**src/osk_pkg.sv**
```systemverilog
// ----------------------------------------------------------------------------
// osk_pkg
// shared sizes, codes and types of the order sorted key table
// ----------------------------------------------------------------------------
`default_nettype none

package osk_pkg;

  localparam int TABLE_DEPTH = 256;
  localparam int KEY_BITS    = 32;

  localparam int ORDER_W = 32;
  localparam int POS_W   = 9;
  localparam int CNT_W   = $clog2(TABLE_DEPTH + 1);
  localparam int IDX_W   = $clog2(TABLE_DEPTH);

  // first-hit search is split into groups; the per-group and the across-group levels are each registered
  localparam int GROUP_SIZE = 16;
  localparam int LOC_W      = $clog2(GROUP_SIZE);
  localparam int NUM_GROUPS = (TABLE_DEPTH + GROUP_SIZE - 1) / GROUP_SIZE;
  localparam int GRP_W      = (NUM_GROUPS > 1) ? $clog2(NUM_GROUPS) : 1;
  localparam int PAD_DEPTH  = NUM_GROUPS * GROUP_SIZE;

  localparam logic KIND_INSERT = 1'b0;
  localparam logic KIND_LOOKUP = 1'b1;

  // broadcast to every cell of the chain
  typedef struct packed {
    logic                ins_en;
    logic                lookup;
    logic [ORDER_W-1:0]  order;
    logic [KEY_BITS-1:0] key;
  } cell_cmd_t;

  // result of the first-hit search
  typedef struct packed {
    logic             valid;
    logic             any;
    logic [IDX_W-1:0] idx;
  } enc_res_t;

endpackage

`default_nettype wire

```
**src/osk_encoder.sv**
```systemverilog
// ----------------------------------------------------------------------------
// osk_encoder
// two-level registered search for the lowest set bit of the cell hit flags
// ----------------------------------------------------------------------------
`default_nettype none

module osk_encoder
  import osk_pkg::*;
(
  input  wire logic                   clk,
  input  wire logic                   rst,
  input  wire logic                   start,
  input  wire logic [TABLE_DEPTH-1:0] hits,
  output enc_res_t                    res
);

  logic [PAD_DEPTH-1:0]  hit_pad;
  logic [NUM_GROUPS-1:0] g_any_next;
  logic [LOC_W-1:0]      g_loc_next [NUM_GROUPS];
  logic [NUM_GROUPS-1:0] g_any;
  logic [LOC_W-1:0]      g_loc [NUM_GROUPS];
  logic                  s1_valid;
  logic                  any_next;
  logic [GRP_W-1:0]      grp_next;
  logic [GRP_W+LOC_W-1:0] full_idx;

  always_comb begin
    hit_pad = '0;
    hit_pad[TABLE_DEPTH-1:0] = hits;
  end

  // level one: per-group any flag and lowest local index
  always_comb begin
    for (int g = 0; g < NUM_GROUPS; g++) begin
      g_any_next[g] = |hit_pad[g*GROUP_SIZE +: GROUP_SIZE];
      g_loc_next[g] = '0;
      for (int b = GROUP_SIZE - 1; b >= 0; b--) begin
        if (hit_pad[g*GROUP_SIZE + b]) begin
          g_loc_next[g] = LOC_W'(b);
        end
      end
    end
  end

  always_ff @(posedge clk) begin
    if (start) begin
      g_any <= g_any_next;
      for (int g = 0; g < NUM_GROUPS; g++) begin
        g_loc[g] <= g_loc_next[g];
      end
    end
  end

  // level two: lowest group with a hit
  always_comb begin
    any_next = |g_any;
    grp_next = '0;
    for (int g = NUM_GROUPS - 1; g >= 0; g--) begin
      if (g_any[g]) begin
        grp_next = GRP_W'(g);
      end
    end
    full_idx = {grp_next, g_loc[grp_next]};
  end

  always_ff @(posedge clk) begin
    if (rst) begin
      s1_valid  <= 1'b0;
      res.valid <= 1'b0;
    end else begin
      s1_valid  <= start;
      res.valid <= s1_valid;
    end
    if (s1_valid) begin
      res.any <= any_next;
      res.idx <= full_idx[IDX_W-1:0];
    end
  end

endmodule

`default_nettype wire
```
**config.mk**
```make
export PLATFORM = sky130hd
export DESIGN_NAME = osk_encoder
export DESIGN_NICKNAME = d
export VERILOG_FILES = /design/src/osk_pkg.sv /design/src/osk_encoder.sv
export SDC_FILE = /design/constraint.sdc
export NUM_CORES = 1
export LEC_CHECK = 0
export BUFFER_PORTS_ARGS = -buffer_cell sky130_fd_sc_hd__buf_4
export CORE_MARGIN = 5
export CORE_UTILIZATION = 25
export CTS_CLUSTER_SIZE = 16
export DETAILED_ROUTE_END_ITERATION = 7
export GPL_TIMING_DRIVEN = 0
export MAX_ROUTING_LAYER = met4
export RECOVER_POWER = 25
export SYNTH_ARGS = -nofsm -noshare
export SYNTH_HDL_FRONTEND = slang
export SYNTH_SLANG_ARGS = --single-unit
```
**constraint.sdc**
```tcl
create_clock -name clk -period 4.1 [get_ports clk]
set_input_delay 0.615 -clock clk [delete_from_list [all_inputs] [get_ports clk]]
set_output_delay 0.615 -clock clk [all_outputs]
set_load 0.02 [all_outputs]
```
Yosys cells after proc, flatten, opt, wreduce, memory -nomap -nowiden

Memory sizes are Yosys's and may differ from the RTL's. A register that Yosys moved wholly into a read port is not among the register bits.
Cells that the tools add are included.

Multiplexer cells: 274
Reductions and logical operators: 17

Operators with widths:

| kind              | count |
|---|---|
| $mux W4           | 272 |
| $reduce_or A16 Y1 | 17 |
| $mux W1           | 2 |

Output and inout port bits: 10
Memory bits (writable): 64
Word-level logic and storage cells: 297
Input port bits: 259
Bits in registers: 27
Memories kept: 1

Memory list:

| name  | depth | width | rd ports | clocked after memory_dff | write ports | line              | source |
|---|---|---|---|---|---|---|---|
| g_loc | 16    | 4     | 1        | 1                        | 16          | osk_encoder.sv:21 | `logic [LOC_W-1:0] g_loc [NUM_GROUPS];` |

Depth between registers and ports, before layout

Depth in word-level cells: 16
Gate-level depth with buffers: 9
Gate-level depth less buffers: 8

Least setup slack after synthesis

No wires, ideal clock.

Path kind: register -> register
Start: register g_any[4]
End: register res[2] (netlist name)
Library setup time: 0.256 ns
Cell stages (with the launch flop): 8
Data arrival time: 1.909 ns
Data required time: 3.844 ns
Setup slack: 1.936 ns
Path buffers: 0
Period minus slack after synthesis: 2.164 ns
Cells stage by stage: edfxtp_1 > nor4_4 > nand2_2 > or3_1 > nand2b_4 > a221oi_2 > a31oi_1 > and4_1

Word-level cells in the longest chain between the ends: 5

Ends and longest elaborated chain:

| element                  | line              | source |
|---|---|---|
| start: declaration       | osk_encoder.sv:20 | `logic [NUM_GROUPS-1:0] g_any;` |
| start signal: assignment | osk_encoder.sv:47 | `g_any <= g_any_next;` |
| $mux W4 (5 in series)    | osk_encoder.sv:59 | `if (g_any[g]) begin` |

No other way between the ends.
A chain may end at the register's enable or synchronous reset.

Worst setup path in the final report

Start: register g_any[0]
End: register res[3] (netlist name)

Word-level cells in the longest chain between the ends: 1

Ends and longest elaborated chain:

| element | line |
|---|---|
| $mux W4 | osk_encoder.sv:59 |

No other way between the ends.

==> flow_summary.json <==
{
  "violations": "max-capacitance violations, max-slew violations",
  "detail-route-antenna-nets": 0,
  "p_per_area_mw_per_mm2": 282,
  "fp.dieW_microns": 167,
  "ir_drop_uv": 164,
  "cts_tree": "built",
  "dpl_cell_area_sq_mm": 0.00858,
  "instances_no_fill": 1325,
  "path_clk_slew_ps": 60,
  "initial_core_util": 0.254,
  "worstMarginPinSlew_ps": 1980,
  "internal_power_mw": 1.89,
  "start_kind": "flop",
  "clockPowerShare": 0.341,
  "ff2ff_setup_slack_ps": 1440,
  "slew_viol_final": 82,
  "critical_path_class": "reg -> reg",
  "fin_setup_tns_ps": 0,
  "routed_wl_mm": 19.6,
  "postLayoutCoreUtil": 0.363,
  "synth_edf_count": 89,
  "cts_hold_buf": 0,
  "grt_max_degree": 82,
  "async_flop_share": 0,
  "worstReg2RegStart": "g_any[0]",
  "port_buffers": 268,
  "status": "finished, violations left",
  "fin_crit_ps": 2660,
  "antenna_found_initial": 0,
  "cp-end-kind": "flop",
  "crit_start": "g_any[0]",
  "power.total_mw": 2.49,
  "drc": 0,
  "final_common_cell": "buf_4",
  "cts_buffers": 9,
  "fin_ws_ps": 1440,
  "dp_cells": 1309,
  "swShare": 0.241,
  "via_count": 6254,
  "slew_headroom": -0.323,
  "cts-htree-levels": 3,
  "clk_latency_ps": 330,
  "core_area_sq_mm": 0.0243,
  "die_y_microns": 167,
  "areaGrowthSynthToFinish_pct": 43.2,
  "ys_ff_latch": 91,
  "reg2reg_depth": 6,
  "ys_types": 53,
  "path_buf_inv": 0,
  "ys.flop_type": "edfxtp_1",
  "hold_violations": 0,
  "ctsRootBufferMaster": "clkbuf_16",
  "cp.required_ps": 4180,
  "synth.avg_cell_area_sq_um": 8.60,
  "dieArea_sq_mm": 0.0279,
  "rsz0062_at_grt": "false",
  "comb_power_share": 0.208,
  "grt_pass1_wl_mm": 30.3,
  "hold_class": "in -> reg",
  "yosysSeqAreaShare": 0.440,
  "setup_violations": 0,
  "syn-cell-area_sq_mm": 0.00617,
  "worstPathArrival_ps": 2750,
  "p_leak_nw": 3.55,
  "grt_overflow": 0,
  "drive_gt1_frac": 0.289,
  "dp_slack_ps": 1530,
  "post_cts_resized": 0,
  "ios": 269,
  "synthCells": 717,
  "clock-sinks": 91,
  "min_to": "res[9]",
  "p_sw_uw": 601,
  "timing.critical_path.slowest_cell_delay_ps": 690,
  "vias_per_cell": 4.72,
  "synth.net_count": 976,
  "crit_family": "simple AND/OR/NAND/NOR gates",
  "grt_pass1_vias": 6160,
  "path_max_fanout": 8,
  "final_area_sq_mm": 0.00883,
  "dp_hpwl_mm": 16.6,
  "num_rows": 57,
  "r2r-end": "res[3]",
  "cts_max_path_buffers": 2,
  "post_cts.repair.setup_buffers": 0,
  "drv_cap": 1,
  "worst_hold_slack_ps": 444,
  "hold_path.startpoint": "rst",
  "fmax_mhz": 375,
  "first_iter_violations": 301,
  "firstDrtPassIters": 8,
  "holdPathStages": 2,
  "grt.total_usage": 0.137,
  "diodes": 0,
  "crit_chain": "nor4_1, nand2_2, or3_1, nor2_1, a22oi_1, and4_1",
  "seqPwrFrac": 0.451,
  "slowest_stage": "nor4_1",
  "finalClockSkew_ps": 5.67,
  "fin_nets": 1255,
  "final_cell_mix": "buf_4, nor2_1, edfxtp_1",
  "period_share": 0.650,
  "wl_per_cell_microns": 14.8,
  "ys_warn_count": 0,
  "gp_congestion": 0.849
}
## synth_stat cells (all sizes together) (4+ instances only)
cell type / n / area share
nor2: 125 / 0.076
edfxtp: 89 / 0.43
a21oi: 73 / 0.062
nand2: 68 / 0.042
inv: 53 / 0.032
nor3: 52 / 0.047
nor4: 36 / 0.041
o21bai: 33 / 0.040
nand3: 32 / 0.026
nor2b: 20 / 0.020
o21ai: 20 / 0.017
mux2i: 17 / 0.028
o31ai: 17 / 0.021
a211oi: 16 / 0.019
a21boi: 16 / 0.019
a22oi: 10 / 0.012
a221oi: 4 / 0.0077
a31oi: 4 / 0.0041
and4: 4 / 0.0057
buf: 4 / 0.0091
## flip-flops by register name, indices dropped and copies added (netlist names)
signal	flops
g_any	16
res	10
g_loc	64
s1_valid	1
## power by group through the flow
stage          sequential (mW)  clock [mW]  combinational, mW
6_report                  1.13       0.851              0.518
5_1_grt                   1.13       0.924              0.575
4_1_cts                   1.13       0.882              0.531
3_5_place_dp              1.14           0              0.529
3_3_place_gp              1.14           0              0.521
2_1_floorplan             1.14           0              0.197
## logic make-up after synthesis
family | after synthesis | share of synthesized area
compound gates | 203 | 0.218
buf+inv | 57 | 0.0414
simple gates | 349 | 0.273
flops | 91 | 0.440
mux | 17 | 0.0276
## layout make-up
cell class / count / area [sq um]
fillers: 2478 / 15500
multi-input cells: 569 / 3200
flip-flops and latches: 91 / 2710
repair buffers: 268 / 1950
well taps: 324 / 405
clock buffers: 11 / 233
inverters: 53 / 199
clock inverters: 5 / 77.6
plain buffers: 4 / 56.3
## worst max-delay path by stage
stage	to	slack [ps]	depth (start not counted)
3_3_place_gp	res[3]	1520	6
4_1_cts	res[3]	1500	6
6_report	res[3]	1440	6
2_1_floorplan	res[2]	1940	7
3_5_place_dp	res[2]	1530	7
5_1_grt	res[2]	1340	7
## routing by layer
layer	global-route usage	wire length (microns)	vias to the layer above
met2	0.227	9590	179
met1	0.175	8820	2832
met4	0.0274	140	0
met3	0.0296	1020	6
met5	-	0	-
li1	-	-	3237
Note: power is estimated with default switching activity, not from simulation.
