`config.mk`:
```
export PLATFORM = sky130hd
export DESIGN_NAME = osk_cell
export DESIGN_NICKNAME = d
export VERILOG_FILES = /design/src/osk_pkg.sv /design/src/osk_cell.sv
export SDC_FILE = /design/constraint.sdc
export NUM_CORES = 1
export LEC_CHECK = 0
export ABC_AREA = 1
export ABC_CLOCK_PERIOD_IN_PS = 2900
export BUFFER_PORTS_ARGS = -buffer_cell sky130_fd_sc_hd__buf_2
export CORE_MARGIN = 2
export CORE_UTILIZATION = 37
export CTS_BUF_LIST = sky130_fd_sc_hd__clkbuf_16
export DETAILED_ROUTE_END_ITERATION = 10
export GPL_ROUTABILITY_DRIVEN = 0
export HOLD_SLACK_MARGIN = 0.02
export PLACE_DENSITY = 0.69
export SLEW_MARGIN = 5
export SYNTH_ARGS = -nofsm -noshare
export SYNTH_HDL_FRONTEND = slang
export SYNTH_SLANG_ARGS = --single-unit
```
`constraint.sdc`:
```
create_clock -name clk -period 2.9 [get_ports clk]
set_input_delay 0.29 -clock clk [delete_from_list [all_inputs] [get_ports clk]]
set_output_delay 0.29 -clock clk [all_outputs]
set_load 0.1 [all_outputs]
```
`src/osk_pkg.sv`:
```
// ----------------------------------------------------------------------------
// osk_pkg
// shared sizes, codes and types of the order sorted key table
// ----------------------------------------------------------------------------
`default_nettype none

package osk_pkg;

  localparam int TABLE_DEPTH = 256;
  localparam int KEY_BITS    = 32;

  localparam int ORDER_W = 32;
  localparam int POS_W   = 9;
  localparam int CNT_W   = $clog2(TABLE_DEPTH + 1);
  localparam int IDX_W   = $clog2(TABLE_DEPTH);

  // first-hit search is split into groups; the per-group and the across-group levels are each registered
  localparam int GROUP_SIZE = 16;
  localparam int LOC_W      = $clog2(GROUP_SIZE);
  localparam int NUM_GROUPS = (TABLE_DEPTH + GROUP_SIZE - 1) / GROUP_SIZE;
  localparam int GRP_W      = (NUM_GROUPS > 1) ? $clog2(NUM_GROUPS) : 1;
  localparam int PAD_DEPTH  = NUM_GROUPS * GROUP_SIZE;

  localparam logic KIND_INSERT = 1'b0;
  localparam logic KIND_LOOKUP = 1'b1;

  // broadcast to every cell of the chain
  typedef struct packed {
    logic                ins_en;
    logic                lookup;
    logic [ORDER_W-1:0]  order;
    logic [KEY_BITS-1:0] key;
  } cell_cmd_t;

  // result of the first-hit search
  typedef struct packed {
    logic             valid;
    logic             any;
    logic [IDX_W-1:0] idx;
  } enc_res_t;

endpackage

`default_nettype wire

```
`src/osk_cell.sv`:
```
// ----------------------------------------------------------------------------
// osk_cell
// one table slot: compares against the broadcast item, shifts from its left
// ----------------------------------------------------------------------------
`default_nettype none

module osk_cell
  import osk_pkg::*;
(
  input  wire logic                clk,
  input  wire cell_cmd_t           cmd,
  input  wire logic                occ,
  input  wire logic                prev_le,
  input  wire logic [ORDER_W-1:0]  prev_order,
  input  wire logic [KEY_BITS-1:0] prev_key,
  output logic                     le,
  output logic [ORDER_W-1:0]       order,
  output logic [KEY_BITS-1:0]      key,
  output logic                     hit
);

  logic ins_here;
  logic shift;
  logic match;

  // stored prefix of order <= new order ends at the insertion point
  assign le       = occ && (order <= cmd.order);
  assign ins_here = !le && prev_le;
  assign shift    = !prev_le;
  assign match    = occ && (key == cmd.key);

  always_ff @(posedge clk) begin
    if (cmd.ins_en) begin
      if (shift) begin
        order <= prev_order;
        key   <= prev_key;
      end else if (ins_here) begin
        order <= cmd.order;
        key   <= cmd.key;
      end
    end
    hit <= cmd.lookup ? match : !le;
  end

endmodule

`default_nettype wire

```
# After elaboration in Yosys (flattened, before gate mapping)
# Index checks and enable logic that the tools add are counted.
[totals]
reg_bits = 65
wordCells = 16
[op_classes]
n_lt_le_gt_ge = 1
n_eq_ne = 2
muxes = 5
reduce_logical = 5
[ops]
columns = ["op", "n"]
rows = [
  ["two-way mux 32 bit", 4],
  ["equality test 32 bit", 1],
  ["<= comparator 32 bit", 1],
  ["logical AND 1 bit", 3],
  ["!= test 2 x 1 -> 1 bit (second input constant)", 1],
  ["AND reduction 2 bit", 1],
  ["logical NOT 1 bit", 1],
  ["two-way mux 1 bit", 1],
]

# Depth between registers and ports, before layout
# Gate-level depths: netlist (run 1).
[logic_depth]
depth_word = 6
mapped_depth = 17
depth_no_buf = 17

# Worst setup path before layout (run 1)
# Ideal clock, no wire load.
[synth_timing]
kind = "register to register"
startpoint = "register order[23]"
endpoint = "register key[0] (enable)"
setup_ps = 418
t_arrival_ps = 3124
setup_slack_ps = -642
stages_incl_launch_ff = 12
synth_period_minus_slack_ps = 3542
path_cell_list = "edfxtp_1 > ha_1 > nand2_1 > nor2_2 > nand4_1 > nor2_2 > nand2_1 > nand2_1 > nand2_2 > nand3_1 > nand2_1 > inv_1"
[synth_between]
elab_chain_cells = 6
[synth_lines]
columns = ["item", "line", "source"]
rows = [
  ["from (decl)", "osk_cell.sv:17", "output logic [ORDER_W-1:0] order,"],
  ["from (signal assigned)", "osk_cell.sv:35", "order <= prev_order;"],
  ["from (signal assigned)", "osk_cell.sv:38", "order <= cmd.order;"],
  ["<= comparator 32 bit", "osk_cell.sv:27", "assign le = occ && (order <= cmd.order);"],
  ["logical AND 1 bit", "osk_cell.sv:27", ""],
  ["logical NOT 1 bit", "osk_cell.sv:28", "assign ins_here = !le && prev_le;"],
  ["logical AND 1 bit", "osk_cell.sv:28", ""],
  ["!= test 2 x 1 -> 1 bit (no line)", "--", ""],
  ["AND reduction 2 bit (no line)", "--", ""],
  ["to (signal assigned)", "osk_cell.sv:36", "key <= prev_key;"],
  ["to (signal assigned)", "osk_cell.sv:39", "key <= cmd.key;"],
  ["to (decl)", "osk_cell.sv:18", "output logic [KEY_BITS-1:0] key,"],
]
# Every way passes these cells.
# A chain may end at the register's enable or synchronous reset.

# Worst setup path in the final report (run 1)
[layout_timing]
startpoint = "register order[21]"
endpoint = "output le"
[layout_between]
elab_chain_cells = 2
[layout_lines]
columns = ["item", "line", "source"]
rows = [
  ["<= comparator 32 bit", "osk_cell.sv:27", ""],
  ["logical AND 1 bit", "osk_cell.sv:27", ""],
  ["to (decl)", "osk_cell.sv:16", "output logic le,"],
]
# Every way passes these cells.

==> impl_metrics.json, run 1 <==
{
  "rows": 37,
  "min_from": "cmd[64]",
  "cts_buffer_depth": 2,
  "final_util_pct": 51.71,
  "fill_cells": 998,
  "synth_area_leaders": "edfxtp_1 (48%), ha_1 (10%), a21oi_1 (7.3%)",
  "n_antenna_cell": 0,
  "grt_pass1_wl_mm": 16.08,
  "synth.distinct_cells": 21,
  "synth_seq_cells": 65,
  "rsz0062_at_grt": "no",
  "r2r_slack_ns": 0.67,
  "clk_latency_ns": 0.32,
  "grt_pass1_vias": 3635,
  "drive_gt1_share_pct": 39.43,
  "grt.total_usage_pct": 17.81,
  "drv_cap": 0,
  "crit_required_ns": 2.61,
  "antenna_found_initial": 1,
  "synth_top_family_by_area": "simple AND/OR/NAND/NOR gates",
  "hold-worst-slack_ns": 0.2302,
  "fmax_mhz": 389.8,
  "synth-xor-area-share_pct": 4.172,
  "critPathMaxFanout": 2,
  "ir_worst_vdd_uv": 272.4,
  "post-dp-hpwl_mm": 8.251,
  "vias": 3599,
  "slew_viol_final": 0,
  "hold_violations": 0,
  "whs_endpoint": "hit$_DFF_P_",
  "cts_buffers": 9,
  "io_buffers": 198,
  "core_area_sq_um": 10420,
  "worstSetupPathType": "reg2out",
  "synth.largest_area_cell": "edfxtp_1",
  "first_pass_iters": 4,
  "synth-simple-area-share_pct": 16.50,
  "worstMarginPinSlew_ns": 0.6052,
  "final_common_cell": "buf_2",
  "arrival_ns": 2.28,
  "hold_path_class": "in2reg",
  "status": "complete, no violations",
  "wirelength_mm": 10.17,
  "die_area_sq_um": 11630,
  "cts_resized": 0,
  "min_period_ns": 2.565,
  "synth_top_area_share_pct": 48.18,
  "start_util_pct": 38.29,
  "area.growth.synth_to_final_pct": 35.04,
  "yosys_warnings": 0,
  "r2r-end": "key[4]$_DFFE_PP_",
  "reg2reg_depth": 14,
  "drt-initial-drc-count": 173,
  "powerDensity_nw_per_um2": 569.5,
  "clock-root-buffer": "clkbuf_16",
  "fin_nets": 792,
  "avgSynthCellArea_sq_um": 9.363,
  "fin_crit_sh_pct": 88.45,
  "cts_setup_buffers": 0,
  "ctsHoldBuffers": 0,
  "cp-end-kind": "primary output",
  "setup_violations": 0,
  "synthCells": 426,
  "synth-seq-area-share_pct": 48.68,
  "ant_nets": 0,
  "clock_sinks": 65,
  "cts_tree": "done",
  "grt_max_degree": 58,
  "drc": 0,
  "synthMuxAreaShare_pct": 5.364,
  "netlist_area_sq_um": 3989,
  "area.sequential_sq_um": 1942,
  "die_y_um": 107.8,
  "grt-ovfl-total": 0,
  "reg2reg_from": "order[7]$_DFFE_PP_",
  "p_leak_nw": 2.649,
  "layout_common_cells": "buf_2 (197), nor2_1 (71), edfxtp_1 (64)",
  "multiInputGateArea_sq_um": 1762,
  "power_mw": 3.068,
  "start_kind": "register",
  "io_pins": 199,
  "clkTransAtPathRegs_ns": 0.05,
  "synthAdderAreaFrac_pct": 10.04,
  "vias_per_cell": 4.705,
  "skew_ns": 0.004190,
  "holdPathStages": 3,
  "synth-compound-area-share_pct": 7.905,
  "relSlewSlack_pct": 59.65,
  "cts.htree.levels": 3,
  "syn_nets": 591,
  "die_x_um": 107.8,
  "wire_per_inst_um": 13.29
}
[cell usage after synthesis (all sizes together)]
master and instances:
nand3 4, inv 62, nand4 10, nor3 5
ha 32, nor2 75, nand2 53, dfxtp 1
or2 8, a21oi 58, mux2 19, xnor2 8
o21ai 2, buf 12, a21o 1, xor2 11
edfxtp 64, o21a 1
[worst max-delay path: stages (launching register included)]
cell      delay (ns)
edfxtp_1        0.39
ha_1            0.32
a21oi_1         0.17
nor2_1          0.05
nor2_1          0.09
nand3_1         0.07
a21oi_1         0.15
nand2_1         0.08
nand2_2         0.08
nand2_2         0.07
inv_1           0.05
buf_2           0.43
[stage by stage]
stage / setup slack (ns) / instances / instance area [sq um] / setup TNS (ns)
2_1_floorplan: -0.4095 / 426 / 4000 / -26.21
3_3_place_gp: 0.6237 / 752 / 5146 / 0
3_5_place_dp: 0.6246 / 752 / 5146 / 0
4_1_cts: 0.2943 / 765 / 5386 / 0
5_1_grt: 0.1212 / 765 / 5386 / 0
6_report: 0.3349 / 765 / 5386 / 0
[cells by family (layout without fill, tap and decap cells)]
group,after synthesis,after routing
muxes,19,19
xor gates and xnor gates,19,19
buffers and inverters,74,277
adders and majority gates,32,32
DFF,65,65
and+or+nand+nor,155,155
AOI/OAI and AO/OA,62,62
[worst max-delay path by stage]
stage | from | end | slack (ns) | depth (start not counted)
2_1_floorplan | order[21]$_DFFE_PP_ | key[0]$_DFFE_PP_ | -0.41 | 11
3_3_place_gp | cmd[39] | key[24]$_DFFE_PP_ | 0.62 | 16
3_5_place_dp | cmd[47] | key[16]$_DFFE_PP_ | 0.62 | 16
4_1_cts | order[21]$_DFFE_PP_ | le | 0.29 | 11
5_1_grt | order[7]$_DFFE_PP_ | le | 0.12 | 12
6_report | order[21]$_DFFE_PP_ | le | 0.33 | 11
[metal layers]
layer	routed length, um	share of wire (%)	GRT usage (%)	up-vias
li1	-	-	-	1824
met1	4324	43	20.94	1601
met2	4777	47	29.87	157
met3	874	8.6	5.266	15
met4	182	1.8	8.150	2
met5	11	0.11	0	-
[report_power, final]
group / internal [mW] / switching, mW / leakage, nW
registers: 1.13 / 0.0438 / 0.621
logic: 0.240 / 0.744 / 1.91
clock network: 0.551 / 0.362 / 0.121
total: 1.92 / 1.15 / 2.65
[registers in the layout, summed over array words and instances (netlist names)]
register  flops
key          32
order        32
hit           1
[layout make-up]
type	count	area share [%]
clock inverters	4	0.2787
repair buffers	202	19.23
clock buffers	9	4.181
multi-input cells	287	32.71
inverters	62	4.390
well taps	136	3.159
flip-flops and latches	65	36.05
Power figures use the tool's default switching activity.
==> run 2: changes to the inputs <==
- CORE_ASPECT_RATIO: unset -> 0.5
==> run 2 against run 1 <==
Compared with the run above: first-iteration DRC count shrank 22%; highest routed layer unchanged; cell count up 0.92%; routed wire length decreased by 1.9%; clock power grew 4.2%; sequential cell count unchanged; maximum frequency barely moved; worst hold slack got worse by 0.031 ns; power rose by 1.1%; sequential power about the same; via count decreased by 2.5%; utilization grew 0.60 points.
==> impl_metrics.json, run 2 (same netlist as run 1, synthesis figures left out) <==
{
  "final_common_cell": "buf_2",
  "cts.htree.levels": 3,
  "status": "complete, no violations",
  "grt_pass1_vias": 3485,
  "cts_setup_buffers": 0,
  "rows": 26,
  "crit_start": "order[21]$_DFFE_PP_",
  "reg2reg_depth": 12,
  "drt-initial-drc-count": 135,
  "worstMarginPinSlew_ns": 0.5106,
  "core_area_sq_um": 10340,
  "start_kind": "register",
  "antenna_found_initial": 1,
  "cts_buffers": 9,
  "cp-end-kind": "primary output",
  "cts_resized": 0,
  "hold_violations": 0,
  "swShare_pct": 37.81,
  "io_buffers": 198,
  "critPathMaxFanout": 2,
  "grt_max_degree": 46,
  "clkPwrFrac_pct": 30.6,
  "vias_per_cell": 4.547,
  "grt-ovfl-total": 0,
  "p_int_mw": 1.929,
  "fin_nets": 793,
  "layout_common_cells": "buf_2 (197), nor2_1 (71), edfxtp_1 (64)",
  "rsz0062_at_grt": "no",
  "p_leak_nw": 2.666,
  "area.sequential_sq_um": 1942,
  "io_pins": 199,
  "setup_violations": 0,
  "area.growth.synth_to_final_pct": 35.66,
  "ir_worst_vdd_uv": 282.1,
  "die_y_um": 77.42,
  "skew_ns": 0.004838,
  "first_pass_iters": 4,
  "endpoint": "le",
  "ant_nets": 0,
  "clkTransAtPathRegs_ns": 0.05,
  "n_antenna_cell": 0,
  "vias": 3510,
  "power_mw": 3.101,
  "multiInputGateArea_sq_um": 1762,
  "fmax_mhz": 390.1,
  "wire_per_inst_um": 12.92,
  "setup_ws_ns": 0.3365,
  "min_period_ns": 2.564,
  "arrival_ns": 2.27,
  "worstSetupPathType": "reg2out",
  "drive_gt1_share_pct": 40.03,
  "clock_sinks": 65,
  "p_switching_mw": 1.172,
  "drv_cap": 0,
  "reg2reg_from": "order[21]$_DFFE_PP_",
  "die_x_um": 150.8,
  "slew_viol_final": 0,
  "grt.total_usage_pct": 17.47,
  "clock-root-buffer": "clkbuf_16",
  "cts_buffer_depth": 2,
  "powerDensity_nw_per_um2": 573.1,
  "wirelength_mm": 9.971,
  "crit_required_ns": 2.61,
  "final_util_pct": 52.31,
  "r2r_slack_ns": 0.68,
  "top_regs": "key (32), order (32), hit (1)",
  "hold_path_class": "in2reg",
  "cts_tree": "done",
  "fin_crit_sh_pct": 88.40,
  "drc": 0,
  "power_frac_comb_pct": 31.7,
  "die_area_sq_um": 11680,
  "post-dp-hpwl_mm": 7.930,
  "ctsHoldBuffers": 0,
  "dp_slack_ns": 0.6262,
  "grt_pass1_wl_mm": 16.00,
  "relSlewSlack_pct": 66.20,
  "fill_cells": 968,
  "r2r-end": "key[29]$_DFFE_PP_",
  "clk_latency_ns": 0.33,
  "start_util_pct": 38.56,
  "p_seq_share_pct": 37.7
}
## run 2: critical path, cell delays in order, from the launching register on
cell and delay, ns:
edfxtp_1 0.40, ha_1 0.33, a21oi_1 0.15, nor2_1 0.05
nor2_1 0.08, nand3_1 0.10, a21oi_1 0.14, nand2_1 0.08
nand2_2 0.08, nand2_2 0.06, inv_1 0.05, buf_2 0.42
## run 2: area by class of cell
| cell class | count | share of cell area [%] |
|---|---|---|
| clock buffer | 9 | 4.162 |
| clock inverter | 6 | 0.5087 |
| inverter | 62 | 4.370 |
| multi-input combinational | 287 | 32.55 |
| sequential | 65 | 35.88 |
| tap | 140 | 3.237 |
| timing repair buffer | 203 | 19.28 |
## run 2: routing by layer
metal / GRT usage, % / part of all wire, %
met5: 0 / 0.11
met4: 5.140 / 1.6
met3: 5.353 / 6.1
met2: 31.77 / 51
met1: 19.76 / 41
## run 2: how the worst min path moves through the flow
stage	to	slack, ns	from	depth (start not counted)
global placement	hit$_DFF_P_	0.53	cmd[64]	3
CTS	hit$_DFF_P_	0.19	cmd[64]	3
floorplan	hit$_DFF_P_	0.42	occ	2
finish	hit$_DFF_P_	0.20	cmd[64]	3
global route	hit$_DFF_P_	0.21	cmd[64]	3
detailed placement	hit$_DFF_P_	0.53	cmd[64]	3
## run 2: power by group through the flow
stage | clock network (mW) | logic, mW | registers (mW)
after global placement | 0 | 0.982 | 1.18
after detailed placement | 0 | 0.990 | 1.19
after CTS | 0.979 | 0.993 | 1.17
after global routing | 1.02 | 1.05 | 1.18
after floorplan | 0 | 0.271 | 1.67
final | 0.950 | 0.984 | 1.17
## run 2: stage by stage
| step | cell area, sq um | hold WS, ns | cells | setup TNS [ns] |
|---|---|---|---|---|
| final | 5411 | 0.1988 | 772 | 0 |
| after CTS | 5411 | 0.1888 | 772 | 0 |
| after global placement | 5159 | 0.5311 | 757 | 0 |
| after detailed placement | 5159 | 0.5316 | 757 | 0 |
| after global routing | 5411 | 0.2086 | 772 | 0 |
| after floorplan | 4000 | 0.4212 | 426 | -26.21 |
